File: src/design/mcbp_pkg.sv
package mcbp_pkg;

  // fixed field widths of the stream items
  localparam int REQ_W    = 2;
  localparam int CH_W     = 3;
  localparam int BYTE_W   = 8;
  localparam int RCNT_W   = 5;
  localparam int STATUS_W = 3;
  localparam int FILL_W   = 7;

  // request codes
  localparam logic [REQ_W-1:0] REQ_ALLOC = 2'd0;
  localparam logic [REQ_W-1:0] REQ_WRITE = 2'd1;
  localparam logic [REQ_W-1:0] REQ_READ  = 2'd2;

  // result status codes
  localparam logic [STATUS_W-1:0] ST_OK      = 3'd0;
  localparam logic [STATUS_W-1:0] ST_INVALID = 3'd1;
  localparam logic [STATUS_W-1:0] ST_FULL    = 3'd2;
  localparam logic [STATUS_W-1:0] ST_EMPTY   = 3'd3;
  localparam logic [STATUS_W-1:0] ST_NONE    = 3'd4;

  typedef enum logic [1:0] {
    S_IDLE,
    S_EXEC,
    S_RD_DATA
  } state_t;

  // controller to datapath
  typedef struct packed {
    logic load;      // capture the input item
    logic single;    // emit the one result of a non-burst request and update state
    logic rd_issue;  // pop one byte: memory read at tail, advance tail, drop count
    logic rd_push;   // move the popped byte into the output register
  } cmd_t;

  // datapath to controller
  typedef struct packed {
    logic drop;       // request gives no result
    logic burst;      // read of a busy, non-empty pipe
    logic slot_free;  // output register can take an item this cycle
    logic more;       // another byte follows the pending one
  } sts_t;

endpackage

File: src/design/mcbp_ctrl.sv
module mcbp_ctrl (
  input  logic           clk,
  input  logic           rst,
  input  logic           s_tvalid,
  output logic           s_tready,
  input  mcbp_pkg::sts_t sts,
  output mcbp_pkg::cmd_t cmd
);

  import mcbp_pkg::*;

  state_t state;
  state_t state_next;

  always_ff @(posedge clk) begin
    if (rst) begin
      state <= S_IDLE;
    end else begin
      state <= state_next;
    end
  end

  always_comb begin
    state_next = state;
    case (state)
      S_IDLE: begin
        if (s_tvalid) begin
          state_next = S_EXEC;
        end
      end
      S_EXEC: begin
        if (sts.drop) begin
          state_next = S_IDLE;
        end else if (sts.burst) begin
          state_next = S_RD_DATA;
        end else if (sts.slot_free) begin
          state_next = S_IDLE;
        end
      end
      S_RD_DATA: begin
        if (sts.slot_free && !sts.more) begin
          state_next = S_IDLE;
        end
      end
      default: begin
        state_next = S_IDLE;
      end
    endcase
  end

  always_comb begin
    s_tready     = 1'b0;
    cmd          = '0;
    case (state)
      S_IDLE: begin
        s_tready = 1'b1;
        cmd.load = s_tvalid;
      end
      S_EXEC: begin
        cmd.single   = !sts.drop && !sts.burst && sts.slot_free;
        cmd.rd_issue = !sts.drop && sts.burst;
      end
      S_RD_DATA: begin
        cmd.rd_push  = sts.slot_free;
        cmd.rd_issue = sts.slot_free && sts.more;
      end
      default: begin
        s_tready = 1'b0;
      end
    endcase
  end

endmodule

File: config.mk
export PLATFORM = sky130hd
export DESIGN_NAME = mcbp_ctrl
export DESIGN_NICKNAME = d
export VERILOG_FILES = /design/src/design/mcbp_pkg.sv /design/src/design/mcbp_ctrl.sv
export SDC_FILE = /design/constraint.sdc
export NUM_CORES = 1
export LEC_CHECK = 0
export ABC_AREA = 0
export BUFFER_PORTS_ARGS = -buffer_cell sky130_fd_sc_hd__buf_2
export CAP_MARGIN = 10
export CORE_AREA = 2 2 39 41
export CTS_CLUSTER_DIAMETER = 150
export DETAILED_ROUTE_END_ITERATION = 12
export DIE_AREA = 0 0 41 43
export SYNTH_ARGS = -nofsm -noshare
export SYNTH_HDL_FRONTEND = slang
export SYNTH_SLANG_ARGS = --single-unit
File: constraint.sdc
create_clock -name clk -period 1.5 [get_ports clk]
set_input_delay 0.45 -clock clk [delete_from_list [all_inputs] [get_ports clk]]
set_output_delay 0.45 -clock clk [all_outputs]
set_load 0.01 [all_outputs]
==> results.yml, run 1 <==
status:
  status: "finished, violations left"
  violations: "negative setup slack"
grt:
  grt_pass1_wl_um: 841
  grt_overflow_total: 0
  grt_max_degree: 5
  track_usage_pct: 7.51
  antenna_found_initial: 0
  grt_pass1_vias: 256
cells_and_area:
  layout-area-overhead-vs-synth_pct: 91.9
  largest_reg_flops: 2
  max_flop_register: "state"
  diodes: 0
  fill_cells: 152
  largestRegisters: "state x2"
  final_util_pct: 29.8
  num-nets-final: 54
  drive_gt1_share_pct: 73.8
min_path:
  min_from: "rst"
  hold_path_end: "state[1]"
  holdCritPathClass: "in -> reg"
  hold_depth: 2
synthesis:
  yosysWarnings: 0
  synth_area_leaders: "dfxtp_1 (19%), ha_1 (17%), a211oi_1 (7.0%)"
  yosys.area.top_type_share_pct: 18.6
  synthCells: 24
  syn_area_um2: 215
  syn_nets: 34
  ys_ff_latch: 2
  synth_cell_types: 17
  syn_area_per_cell_um2: 8.97
  synth_top_cell_by_area: "dfxtp_1"
  yosysSeqAreaShare_pct: 18.6
sta:
  rsz0062_at_grt: "true"
  finClkSkew_ns: 0.00113
  layout_min_cycle_time_ns: 1.63
  maxSlewHeadroom_pct: 77.5
  finalSetupViolations: 2
  hold_viol_final: 0
  fin_ws_ns: -0.130
  period_share_pct: 109
  tightestPinTransition_ns: 0.333
  final_max_slew_viol_count: 0
  fmax_mhz: 614
  worst_hold_slack_ns: 0.454
clock_network:
  h-tree-depth: 1
  cts_tree: "done"
  clock_sinks: 2
  cts_made_buffers: 3
  clock_path_buffers: 2
  postCtsHoldBufs: 0
  clkTransAtPathRegs_ns: 0.03
  clock_latency_ns: 0.22
  cts_root_buffer: "clkbuf_4"
worst_setup_path:
  required_ns: 1.05
  crit_fanout: 3
  critical_path_class: "reg -> out"
  crit_path_end_kind: "output pin"
  cp_data_arrival_time_ns: 1.18
  r2r_end: "state[1]"
  rr_worst_depth: 6
  reg2reg_slack_ns: 0.16
  r2r_start: "state[0]"
  startpoint_type: "flop"
power_and_ir_drop:
  cellPowerDensity_nw_per_um2: 789
  p_total_uw: 326
  ir_drop_v: 0.000365
  leakage_nw: 0.169
placement:
  port_buffers: 11
  place_congestion: 0.637
floorplanning:
  start_util_pct: 15.6
  rows: 14
  io_pins: 12
  die_area_um2: 1760
  die_h_um: 43
  chipWidth_um: 41
  core_um2: 1380
drt:
  drc_errors: 0
  wl_per_cell_um: 9.33
  drt_iter0_markers: 1
  viasPerCell: 4.14
  ant_nets: 0
  drtPass1Iterations: 2
  vias: 240
  wl_um: 541
run:
  max_cap_violations: 0
==> worst max path at each step <==
stage | end | cells after the start | start
final | cmd[1] | 6 | state[0]
after global routing | cmd[1] | 6 | state[0]
after CTS | cmd[1] | 6 | state[0]
after detailed placement | cmd[2] | 4 | state[1]
after global placement | cmd[1] | 4 | sts[3]
after floorplan | cmd[1] | 5 | state[0]
==> per-layer routing <==
layer  track usage (%)  part of all wire [%]
met3              1.57                   3.7
met5                 0                     0
met1              5.10                    33
met2              13.8                    63
met4              8.00                     0
==> cells in the mapped netlist <==
library cell and number:
nor3b_1 1, nand2b_1 2, nand2b_2 1, a2111o_1 1, nand3b_1 1, nand2_1 1, nor4bb_1 1, inv_1 2
ha_1 3, mux2i_1 1, dfxtp_1 2, and2_1 2, a211oi_1 2, and2b_1 1, a21boi_0 1, nor4b_1 1
o31ai_1 1
==> metrics by stage <==
| stage | cells | cell area [um^2] | TNS, ns | setup WS, ns |
|---|---|---|---|---|
| 6_report | 58 | 413 | -0.200 | -0.130 |
| 4_1_cts | 57 | 392 | -0.267 | -0.134 |
| 5_1_grt | 58 | 413 | -0.417 | -0.188 |
| 2_1_floorplan | 24 | 215 | 0 | 0.0110 |
| 3_5_place_dp | 53 | 305 | 0 | 0.0344 |
| 3_3_place_gp | 53 | 305 | 0 | 0.0157 |
==> critical path, stage by stage (launching register included) <==
cell and delay (ns):
dfxtp_4 0.35, inv_4 0.08, ha_4 0.13, and2_4 0.13
nand2_2 0.04, a21boi_2 0.10, buf_2 0.13
==> cells in the final DEF (no fill, tap or decap) <==
cell type  netlist  routed
buf_2            0      11
buf_4            0       4
ha_4             0       3
clkbuf_4         0       3
inv_4            0       2
nand2b_1         2       2
dfxtp_4          0       2
nand3b_1         1       1
and2_4           0       1
nand2_2          0       1
a21boi_2         0       1
nor4bb_2         0       1
and2_1           2       1
nand2b_2         1       1
nor4b_1          1       1
and2b_1          1       1
a211oi_2         0       1
mux2i_1          1       1
nor3b_1          1       1
a211oi_1         2       1
a2111o_1         1       1
o31ai_1          1       1
==> area by class of cell <==
cell class	count	area, um^2	share of cell area, %
multi-input combinational	20	225	54.5
sequential	2	47.5	11.5
clock buffer	3	22.5	5.45
timing repair buffer	15	85.1	20.6
inverter	2	12.5	3.03
tap	16	20.0	4.85
==> what timing repair did <==
item | 4_1_cts | 5_1_grt
setup endpoints to repair | 4 | 4
pin swaps | 6 | 1
buffers inserted | 1 | 1
resized for setup | 15 | 3
==> power breakdown <==
group / total [mW] / internal (mW) / switching (mW) / leakage (nW)
Sequential: 0.0746 / 0.0629 / 0.0117 / 0.0178
Combinational: 0.134 / 0.0726 / 0.0610 / 0.138
Clock: 0.118 / 0.0882 / 0.0296 / 0.0138
Total: 0.326 / 0.224 / 0.102 / 0.169
==> logic make-up (layout without fill, tap and decap cells) <==
| family | count (synthesis) | after routing | share of synthesized area (%) |
|---|---|---|---|
| AOI/OAI and AO/OA | 5 | 5 | 19.2 |
| adders and majority gates | 3 | 3 | 17.4 |
| buffers and inverters | 2 | 20 | 3.49 |
| DFF | 2 | 2 | 18.6 |
| muxes | 1 | 1 | 4.65 |
| and+or+nand+nor | 11 | 11 | 36.6 |
(Power assumes the default switching activity.)
==> inputs of run 2 (changes only) <==
--- a/config.mk
+++ b/config.mk
@@ -8,10 +8,10 @@
 export ABC_AREA = 0
 export BUFFER_PORTS_ARGS = -buffer_cell sky130_fd_sc_hd__buf_2
 export CAP_MARGIN = 10
-export CORE_AREA = 2 2 39 41
+export CORE_AREA = 5 5 42 44
 export CTS_CLUSTER_DIAMETER = 150
 export DETAILED_ROUTE_END_ITERATION = 12
-export DIE_AREA = 0 0 41 43
+export DIE_AREA = 0 0 47 49
 export SYNTH_ARGS = -nofsm -noshare
 export SYNTH_HDL_FRONTEND = slang
 export SYNTH_SLANG_ARGS = --single-unit
==> results.yml, run 2 (synthesized netlist as in run 1, its figures left out) <==
cells_and_area:
  fill_cells: 169
  drive_gt1_share_pct: 65.1
  max_flop_register: "state"
  largest_reg_flops: 2
  largestRegisters: "state x2"
  layout-area-overhead-vs-synth_pct: 84.3
  final_cell_mix: "buf_2 (10), buf_4 (5), clkbuf_4 (3)"
  finalNonFillerCells: 59
  diodes: 0
  postLayoutCellArea_um2: 397
  num-nets-final: 55
  final_common_cell: "buf_2"
  multi_input_area_um2: 198
  seqCellArea_um2: 47.5
sta:
  fmax_mhz: 608
  final_max_slew_viol_count: 0
  period_share_pct: 110
  layout_min_cycle_time_ns: 1.65
  finalSetupViolations: 4
  rsz0062_at_grt: "true"
  finClkSkew_ns: 0.00146
  hold_viol_final: 0
  tightestPinTransition_ns: 0.261
  maxSlewHeadroom_pct: 82.5
  fin_tns_setup_ns: -0.411
  fin_ws_ns: -0.145
floorplanning:
  chipWidth_um: 47
  io_pins: 12
  die_h_um: 49
  start_util_pct: 15.4
  core_um2: 1400
  rows: 14
  die_area_um2: 2300
run:
  max_cap_violations: 0
clock_network:
  clkTransAtPathRegs_ns: 0.03
  cts_tree: "done"
  clock_sinks: 2
  cts_made_buffers: 3
  clock_path_buffers: 2
  cts_root_buffer: "clkbuf_4"
  h-tree-depth: 1
  postCtsHoldBufs: 0
  clock_latency_ns: 0.22
worst_setup_path:
  max_stage_delay_ns: 0.35
  required_ns: 1.05
  crit_family: "flip-flops"
  crit_path_end_kind: "output pin"
  r2r_start: "state[0]"
  cp_data_arrival_time_ns: 1.20
  crit_fanout: 3
  r2r_end: "state[1]"
  crit_buf_inv: 2
  startpoint_type: "flop"
  rr_worst_depth: 5
  cp_cell_sequence: "inv_4, ha_4, and2_4, nand2_2, a21boi_1, buf_2"
  reg2reg_slack_ns: 0.13
  slowest_stage: "dfxtp_4"
  critical_path_class: "reg -> out"
grt:
  grt_pass1_wl_um: 883
  antenna_found_initial: 0
  grt_max_degree: 5
  track_usage_pct: 5.76
  grt_pass1_vias: 242
  grt_overflow_total: 0
drt:
  ant_nets: 0
  viasPerCell: 4.15
  wl_um: 553
  vias: 245
  wl_per_cell_um: 9.37
  drtPass1Iterations: 1
  drc_errors: 0
  drt_iter0_markers: 0
power_and_ir_drop:
  p_switching_uw: 96.9
  switching_share_pct: 31.2
  ir_drop_v: 0.000202
  p_int_uw: 214
  p_seq_share_pct: 24.0
  clkPwrFrac_pct: 38.1
  power_frac_comb_pct: 37.9
  cellPowerDensity_nw_per_um2: 783
  leakage_nw: 0.172
placement:
  dp_cells: 54
  port_buffers: 11
  place_congestion: 0.692
  place_area_um2: 313
  dpl.hpwl_um: 446
min_path:
  hold_path_end: "state[1]"
  holdCritPathClass: "in -> reg"
  min_from: "rst"
  hold_depth: 2
status:
  status: "finished, violations left"
  violations: "negative setup slack"
[run 2: how the worst max path moves through the flow]
| stage | from | to | slack (ns) | cells after the start |
|---|---|---|---|---|
| final | state[0] | cmd[1] | -0.15 | 6 |
| after global routing | state[0] | cmd[1] | -0.22 | 6 |
| after CTS | state[1] | cmd[1] | -0.15 | 5 |
| after detailed placement | sts[1] | cmd[1] | 0.02 | 5 |
| after global placement | sts[1] | cmd[1] | 0.007 | 5 |
| after floorplan | state[0] | cmd[1] | 0.01 | 5 |
[run 2: metrics by stage]
| stage | hold WS (ns) | utilization, % | total power, mW | setup WS [ns] |
|---|---|---|---|---|
| after floorplan | 0.465 | - | 0.133 | 0.0110 |
| after global placement | 0.493 | 22.3 | 0.172 | 0.00659 |
| after detailed placement | 0.500 | 22.3 | 0.175 | 0.0170 |
| after CTS | 0.445 | 26.4 | 0.321 | -0.153 |
| after global routing | 0.459 | 28.3 | 0.343 | -0.221 |
| final | 0.448 | 28.3 | 0.311 | -0.145 |
[run 2: final cells by class]
type | count | share of cell area (%)
Clock buffer | 3 | 5.68
Multi-Input combinational cell | 20 | 49.8
Timing Repair Buffer | 16 | 24.9
Inverter | 2 | 2.52
Tap cell | 16 | 5.05
Sequential cell | 2 | 12.0
[run 2: power groups by stage]
stage	clock network, mW	logic [mW]	registers, mW
4_1_cts	0.128	0.117	0.0762
2_1_floorplan	0	0.0672	0.0657
3_5_place_dp	0	0.108	0.0674
3_3_place_gp	0	0.106	0.0668
5_1_grt	0.133	0.134	0.0758
6_report	0.118	0.118	0.0745
[run 2: layer usage]
layer | track usage [%] | routed length (um) | part of all wire, % | vias up
li1 | - | - | - | 127
met1 | 5.02 | 176 | 32 | 112
met2 | 8.60 | 325 | 59 | 6
met3 | 3.32 | 51 | 9.2 | 0
met4 | 5.53 | 0 | 0 | 0
met5 | 0 | 0 | 0 | -
[run 2: timing repair]
| item | 4_1_cts | 5_1_grt |
|---|---|---|
| pin swaps | 5 | 3 |
| buffers inserted | 0 | 2 |
| resized for setup | 11 | 3 |
| endpoints found under the setup margin | 5 | 5 |
| cloned | 0 | 0 |
