--- config.mk ---
export PLATFORM = sky130hd
export DESIGN_NAME = mcbp_dp
export DESIGN_NICKNAME = d
export VERILOG_FILES = /design/src/design/mcbp_pkg.sv /design/src/design/mcbp_ram.sv /design/src/design/mcbp_dp.sv
export SDC_FILE = /design/constraint.sdc
export NUM_CORES = 2
export LEC_CHECK = 0
export BUFFER_PORTS_ARGS = -buffer_cell sky130_fd_sc_hd__buf_4
export CAP_MARGIN = 20
export CORE_UTILIZATION = 25
export DETAILED_ROUTE_END_ITERATION = 6
export PLACE_DENSITY = 0.36
export SETUP_SLACK_MARGIN = 0.02
export SYNTH_ARGS = -nofsm -noshare
export SYNTH_HDL_FRONTEND = slang
export SYNTH_MEMORY_MAX_BITS = 65536
export SYNTH_SLANG_ARGS = --single-unit
--- constraint.sdc ---
create_clock -name clk -period 23 [get_ports clk]
set_clock_uncertainty 0.15 [all_clocks]
set_input_delay 1.15 -clock clk [delete_from_list [all_inputs] [get_ports clk]]
set_output_delay 1.15 -clock clk [all_outputs]
set_load 0.01 [all_outputs]
--- src/design/mcbp_pkg.sv ---
package mcbp_pkg;

  // fixed field widths of the stream items
  localparam int REQ_W    = 2;
  localparam int CH_W     = 3;
  localparam int BYTE_W   = 8;
  localparam int RCNT_W   = 5;
  localparam int STATUS_W = 3;
  localparam int FILL_W   = 7;

  // request codes
  localparam logic [REQ_W-1:0] REQ_ALLOC = 2'd0;
  localparam logic [REQ_W-1:0] REQ_WRITE = 2'd1;
  localparam logic [REQ_W-1:0] REQ_READ  = 2'd2;

  // result status codes
  localparam logic [STATUS_W-1:0] ST_OK      = 3'd0;
  localparam logic [STATUS_W-1:0] ST_INVALID = 3'd1;
  localparam logic [STATUS_W-1:0] ST_FULL    = 3'd2;
  localparam logic [STATUS_W-1:0] ST_EMPTY   = 3'd3;
  localparam logic [STATUS_W-1:0] ST_NONE    = 3'd4;

  typedef enum logic [1:0] {
    S_IDLE,
    S_EXEC,
    S_RD_DATA
  } state_t;

  // controller to datapath
  typedef struct packed {
    logic load;      // capture the input item
    logic single;    // emit the one result of a non-burst request and update state
    logic rd_issue;  // pop one byte: memory read at tail, advance tail, drop count
    logic rd_push;   // move the popped byte into the output register
  } cmd_t;

  // datapath to controller
  typedef struct packed {
    logic drop;       // request gives no result
    logic burst;      // read of a busy, non-empty pipe
    logic slot_free;  // output register can take an item this cycle
    logic more;       // another byte follows the pending one
  } sts_t;

endpackage

--- src/design/mcbp_ram.sv ---
module mcbp_ram #(
  parameter int WIDTH = 8,
  parameter int DEPTH = 512
) (
  input  logic                                 clk,
  input  logic                                 we,
  input  logic [(DEPTH > 1 ? $clog2(DEPTH) : 1)-1:0] waddr,
  input  logic [WIDTH-1:0]                     wdata,
  input  logic                                 re,
  input  logic [(DEPTH > 1 ? $clog2(DEPTH) : 1)-1:0] raddr,
  output logic [WIDTH-1:0]                     rdata
);

  logic [WIDTH-1:0] mem [DEPTH];

  always_ff @(posedge clk) begin
    if (we) begin
      mem[waddr] <= wdata;
    end
    if (re) begin
      rdata <= mem[raddr];
    end
  end

endmodule

--- src/design/mcbp_dp.sv ---
module mcbp_dp #(
  parameter int NUM_PIPES  = 8,
  parameter int PIPE_DEPTH = 64,
  parameter int MAX_BURST  = 16
) (
  input  logic                            clk,
  input  logic                            rst,
  input  mcbp_pkg::cmd_t                  cmd,
  output mcbp_pkg::sts_t                  sts,
  input  logic [mcbp_pkg::REQ_W-1:0]      req_type,
  input  logic [mcbp_pkg::CH_W-1:0]       channel,
  input  logic [mcbp_pkg::BYTE_W-1:0]     write_byte,
  input  logic [mcbp_pkg::RCNT_W-1:0]     read_count,
  output logic                            out_valid,
  input  logic                            out_ready,
  output logic [mcbp_pkg::STATUS_W-1:0]   status,
  output logic [mcbp_pkg::CH_W-1:0]       result_channel,
  output logic [mcbp_pkg::BYTE_W-1:0]     read_byte,
  output logic [mcbp_pkg::FILL_W-1:0]     fill_level,
  output logic                            last
);

  import mcbp_pkg::*;

  localparam int PIDX_W = (NUM_PIPES > 1) ? $clog2(NUM_PIPES) : 1;
  localparam int IDX_W  = $clog2(PIPE_DEPTH);
  localparam int FCNT_W = $clog2(PIPE_DEPTH + 1);
  localparam int REM_W  = $clog2(MAX_BURST + 1);
  localparam int ADDR_W = $clog2(NUM_PIPES * PIPE_DEPTH);
  localparam int SAT_W  = 7;

  // captured request
  logic [REQ_W-1:0]  req_q;
  logic [CH_W-1:0]   ch_q;
  logic [BYTE_W-1:0] wb_q;
  logic [RCNT_W-1:0] cnt_q;
  logic [REM_W-1:0]  rem_q;

  // per-pipe control state
  logic              busy  [NUM_PIPES];
  logic [IDX_W-1:0]  head  [NUM_PIPES];
  logic [IDX_W-1:0]  tail  [NUM_PIPES];
  logic [FCNT_W-1:0] count [NUM_PIPES];

  // byte popped but not yet in the output register
  logic [FCNT_W-1:0] pend_fill;
  logic              pend_last;

  logic [PIDX_W-1:0] pidx;
  logic              ch_in_range;
  logic              sel_busy;
  logic [IDX_W-1:0]  sel_head;
  logic [IDX_W-1:0]  sel_tail;
  logic [FCNT_W-1:0] sel_count;
  logic [IDX_W-1:0]  head_inc;
  logic [IDX_W-1:0]  tail_inc;
  logic              full;
  logic              wr_ok;
  logic              free_found;
  logic [PIDX_W-1:0] free_idx;
  logic [SAT_W-1:0]  cnt_wide;
  logic [SAT_W-1:0]  cnt_sat;
  logic [ADDR_W-1:0] base;
  logic [ADDR_W-1:0] waddr;
  logic [ADDR_W-1:0] raddr;
  logic [BYTE_W-1:0] rdata;

  logic [STATUS_W-1:0] one_status;
  logic [CH_W-1:0]     one_ch;
  logic [FCNT_W-1:0]   one_fill;

  assign pidx        = PIDX_W'(ch_q);
  assign ch_in_range = 32'(ch_q) < NUM_PIPES;
  assign sel_busy    = ch_in_range && busy[pidx];
  assign sel_head    = head[pidx];
  assign sel_tail    = tail[pidx];
  assign sel_count   = count[pidx];
  assign head_inc    = (sel_head == IDX_W'(PIPE_DEPTH - 1)) ? '0 : sel_head + 1'b1;
  assign tail_inc    = (sel_tail == IDX_W'(PIPE_DEPTH - 1)) ? '0 : sel_tail + 1'b1;
  assign full        = (sel_count == FCNT_W'(PIPE_DEPTH));
  assign wr_ok       = (req_q == REQ_WRITE) && sel_busy && !full;

  // lowest free pipe
  always_comb begin
    free_found = 1'b0;
    free_idx   = '0;
    for (int i = NUM_PIPES - 1; i >= 0; i--) begin
      if (!busy[i]) begin
        free_found = 1'b1;
        free_idx   = PIDX_W'(i);
      end
    end
  end

  // burst length saturates at MAX_BURST
  assign cnt_wide = SAT_W'(read_count);
  assign cnt_sat  = (cnt_wide > SAT_W'(MAX_BURST)) ? SAT_W'(MAX_BURST) : cnt_wide;

  assign sts.drop      = ((req_q == REQ_READ) && (cnt_q == '0)) ||
                         !(req_q inside {REQ_ALLOC, REQ_WRITE, REQ_READ});
  assign sts.burst     = (req_q == REQ_READ) && (cnt_q != '0) && sel_busy &&
                         (sel_count != '0);
  assign sts.slot_free = !out_valid || out_ready;
  assign sts.more      = !pend_last;

  // pipe region of the shared byte memory
  assign base  = ADDR_W'(pidx) * ADDR_W'(PIPE_DEPTH);
  assign waddr = base + ADDR_W'(sel_head);
  assign raddr = base + ADDR_W'(sel_tail);

  mcbp_ram #(
    .WIDTH (BYTE_W),
    .DEPTH (NUM_PIPES * PIPE_DEPTH)
  ) u_store (
    .clk   (clk),
    .we    (cmd.single && wr_ok),
    .waddr (waddr),
    .wdata (wb_q),
    .re    (cmd.rd_issue),
    .raddr (raddr),
    .rdata (rdata)
  );

  // result of a request that gives exactly one item
  always_comb begin
    one_status = ST_INVALID;
    one_ch     = ch_q;
    one_fill   = '0;
    case (req_q)
      REQ_ALLOC: begin
        if (free_found) begin
          one_status = ST_OK;
          one_ch     = CH_W'(free_idx);
          one_fill   = count[free_idx];
        end else begin
          one_status = ST_NONE;
          one_ch     = '0;
        end
      end
      REQ_WRITE: begin
        if (!sel_busy) begin
          one_status = ST_INVALID;
        end else if (full) begin
          one_status = ST_FULL;
          one_fill   = sel_count;
        end else begin
          one_status = ST_OK;
          one_fill   = sel_count + 1'b1;
        end
      end
      REQ_READ: begin
        if (!sel_busy) begin
          one_status = ST_INVALID;
        end else begin
          one_status = ST_EMPTY;
        end
      end
      default: begin
        one_status = ST_INVALID;
      end
    endcase
  end

  always_ff @(posedge clk) begin
    if (cmd.load) begin
      req_q <= req_type;
      ch_q  <= channel;
      wb_q  <= write_byte;
      cnt_q <= read_count;
      rem_q <= REM_W'(cnt_sat);
    end else if (cmd.rd_issue) begin
      rem_q <= rem_q - 1'b1;
    end
    if (cmd.rd_issue) begin
      pend_fill <= sel_count - 1'b1;
      pend_last <= (rem_q == REM_W'(1)) || (sel_count == FCNT_W'(1));
    end
  end

  always_ff @(posedge clk) begin
    if (rst) begin
      for (int i = 0; i < NUM_PIPES; i++) begin
        busy[i]  <= 1'b0;
        head[i]  <= '0;
        tail[i]  <= '0;
        count[i] <= '0;
      end
    end else begin
      if (cmd.single && (req_q == REQ_ALLOC) && free_found) begin
        busy[free_idx] <= 1'b1;
      end
      if (cmd.single && wr_ok) begin
        head[pidx]  <= head_inc;
        count[pidx] <= sel_count + 1'b1;
      end
      if (cmd.rd_issue) begin
        tail[pidx]  <= tail_inc;
        count[pidx] <= sel_count - 1'b1;
      end
    end
  end

  // output register
  always_ff @(posedge clk) begin
    if (rst) begin
      out_valid <= 1'b0;
    end else if (cmd.single || cmd.rd_push) begin
      out_valid <= 1'b1;
    end else if (out_ready) begin
      out_valid <= 1'b0;
    end
  end

  always_ff @(posedge clk) begin
    if (cmd.single) begin
      status         <= one_status;
      result_channel <= one_ch;
      read_byte      <= '0;
      fill_level     <= FILL_W'(one_fill);
      last           <= 1'b1;
    end else if (cmd.rd_push) begin
      status         <= ST_OK;
      result_channel <= ch_q;
      read_byte      <= rdata;
      fill_level     <= FILL_W'(pend_fill);
      last           <= pend_last;
    end
  end

endmodule

==> flow_metrics.tcl <==
set metrics [dict create \
    power_density_nw_per_um2 95.8 \
    grt_pass1_vias 103000 \
    power.switching_mw 5.26 \
    synth_seq_cells 4321 \
    ioPinCount 52 \
    clock-root-buffer "clkbuf_16" \
    synthTopCellsByArea "edfxtp_1, nand2_1, nand3_1" \
    wl_met1_um 304000 \
    grt_first_pass_wirelength_um 886000 \
    routedWlPerCell_um 29.2 \
    tightest_slew_ns 1.57 \
    critPathCaptureType "flop" \
    cpPeakStageDelay_ns 0.93 \
    postCtsSetupRepairBufs 0 \
    period_needed_ns 8.77 \
    cts.sinks 4321 \
    status "complete, but fails checks" \
    cts_resized 0 \
    async_flop_share 0 \
    ys_types 69 \
    fmax_mhz 114 \
    path_cells "buf_4, mux2i_1, mux4_4, inv_8, buf_12, buf_4, buf_4, buf_4, mux4_2, a2111oi_0, nor3_1, nor3_1, and3_1, nand4_1" \
    clkTransAtPathRegs_ns 0.06 \
    hpwl_um 383000 \
    remaining_drc_errors 0 \
    yosys_warnings 0 \
    final_nets 12600 \
    drtIter0Drc 9182 \
    arrival_ns 9.40 \
    dp.cells 21000 \
    numCtsBuffers 523 \
    grt_max_degree 175 \
    max_cap_viol_count 0 \
    cts_tree "built" \
    maxSlewViolCount 1 \
    cp_slowest_cell "mux4_4" \
    ctsHoldBuffers 0 \
    place.gp.congestion 0.771 \
    min_period_over_period 0.381 \
    row_count 303 \
    syn_inst 12400 \
    drive_gt1_frac 0.0982 \
    ir_drop_mv 0.0737 \
    vias 105000 \
    final_antenna_net_count 0 \
    finalSetupViolCount 0 \
    stdcell_count 22000 \
    crit_fanout 114 \
    die_height_um 830 \
    port_buffers 51 \
    mappedNetlistArea_um2 171000 \
    yosysTopAreaCell "edfxtp_1" \
    clk_path_buf_depth 4 \
    required_ns 23.63 \
    met2WireLength_um 297000 \
    core_um2 682000 \
    synth-edff-count 4300 \
    viasPerCell 4.80 \
    p_int_mw 13.8 \
    die-area_um2 688000 \
    die_w_um 830 \
    synth_seq_area_share 0.757 \
    critPathLaunchType "flop" \
    critPathMostFrequentCell "buf_4" \
    final_common_cell "edfxtp_1" \
    grtUsageTotal 0.180 \
    worst-path-buf-inv 6 \
    initial_core_util 0.251 \
    rsz0062_at_grt "false" \
    seq_power_share 0.463 \
    slew_headroom -0.0493 \
    swShare 0.277 \
    most-common-layout-cells "edfxtp_1, nand2_1, nand3_1" \
    path_delay_family "buffers and inverters" \
    cts_htree_levels 6 \
    synth_nets 12400 \
    top_layer "met5" \
    antenna_found_initial 50 \
    violations "slew limit" \
    grt-ovfl-total 0 \
    routed_wl_um 643000 \
    power.leakage_nw 63.2 \
    synth_top_area_frac 0.754 \
    worstSetupPathType "flop to flop" \
    routed-wl-met3_um 28400 \
    yosys_most_used_dff "edfxtp_1" \
    avgSynthCellArea_um2 13.8 \
    p_clk_frac 0.416 \
    clkLatencyLatePin_ns 1.07 \
    hold_violations 0 \
    synthToLayoutAreaGrowth_pct 16.0 \
    hp-class "primary input to flop" \
    fin_setup_tns_ns 0 \
    pwr-share-comb 0.121 \
    dr.pass1.iters 6 \
]
==> final timing paths <==
kind / startpoint / to / slack, ns / depth (start not counted)
worst max-delay path: flop / u_store.rdata[5] / 14.23 / 14
worst min-delay path: write_byte[7] / wb_q[7] / 0.11 / 1
worst max register to register: flop / u_store.rdata[5] / 14.23 / 14
worst min register to register: out_valid / out_valid / 0.36 / 2
==> Yosys cell counts, drive strengths merged (42+ instances only) <==
cell type  number
o22ai          43
nand2        3349
buf           552
a32oi         245
a21oi          94
a31oi         340
mux4           71
nand3        1114
and3           47
o221ai         42
clkbuf        256
nor2          755
nand4         462
edfxtp       4300
mux2i         404
==> power by group through the flow <==
| stage | registers [mW] | logic, mW | clock network [mW] |
|---|---|---|---|
| final | 8.80 | 2.31 | 7.91 |
| after global routing | 8.80 | 2.47 | 8.37 |
| after global placement | 8.96 | 2.36 | 0 |
| after CTS | 8.80 | 2.35 | 8.10 |
| after floorplan | 9.09 | 1.21 | 0 |
| after detailed placement | 8.96 | 2.35 | 0 |
==> logic make-up after synthesis <==
group                    Yosys count  share of synthesized area
multiplexers                     480                     0.0335
AND/OR/NAND/NOR                 5845                      0.145
adder cells (fa/ha/maj)           10                   0.000731
buffers and inverters            829                     0.0252
XOR/XNOR                          21                    0.00107
AO/OA/AOI/OAI                    904                     0.0375
flip-flops                      4321                      0.757
==> state kept, by name (all words and copies together) (netlist names), 8 cells and up, named ones only <==
name and count:
read_byte 8, u_store.rdata 8, head 48, busy 8, count 56, wb_q 8
tail 48, u_store.mem 4096
==> routing by layer <==
metal	GRT usage	vias up
met2	0.289	2703
met1	0.262	55400
met3	0.0209	691
met4	0.0350	4
met5	0	-
li1	-	46600
==> layout make-up <==
cell class | count | area (um2)
antenna | 13 | 32.5
clock buffer | 659 | 13800
clock inverter | 256 | 2110
fill | 68900 | 483000
inverter | 21 | 91.3
multi-input combinational | 7260 | 37900
sequential | 4321 | 130000
tap | 8997 | 11300
timing repair buffer | 457 | 3830
==> per-stage QoR <==
stage / cell area (um2) / total power [mW] / util / hold WS [ns] / setup WS [ns]
after floorplan: 171000 / 10.3 / - / 0.305 / 15.26
after global placement: 182000 / 11.3 / 0.267 / 0.346 / 14.04
after detailed placement: 182000 / 11.3 / 0.268 / 0.352 / 14.07
after CTS: 198000 / 19.2 / 0.291 / 0.00115 / 14.06
after global routing: 199000 / 19.6 / 0.291 / 0.0387 / 13.84
final: 199000 / 19.0 / 0.291 / 0.111 / 14.23
Power figures use the tool's default switching activity.
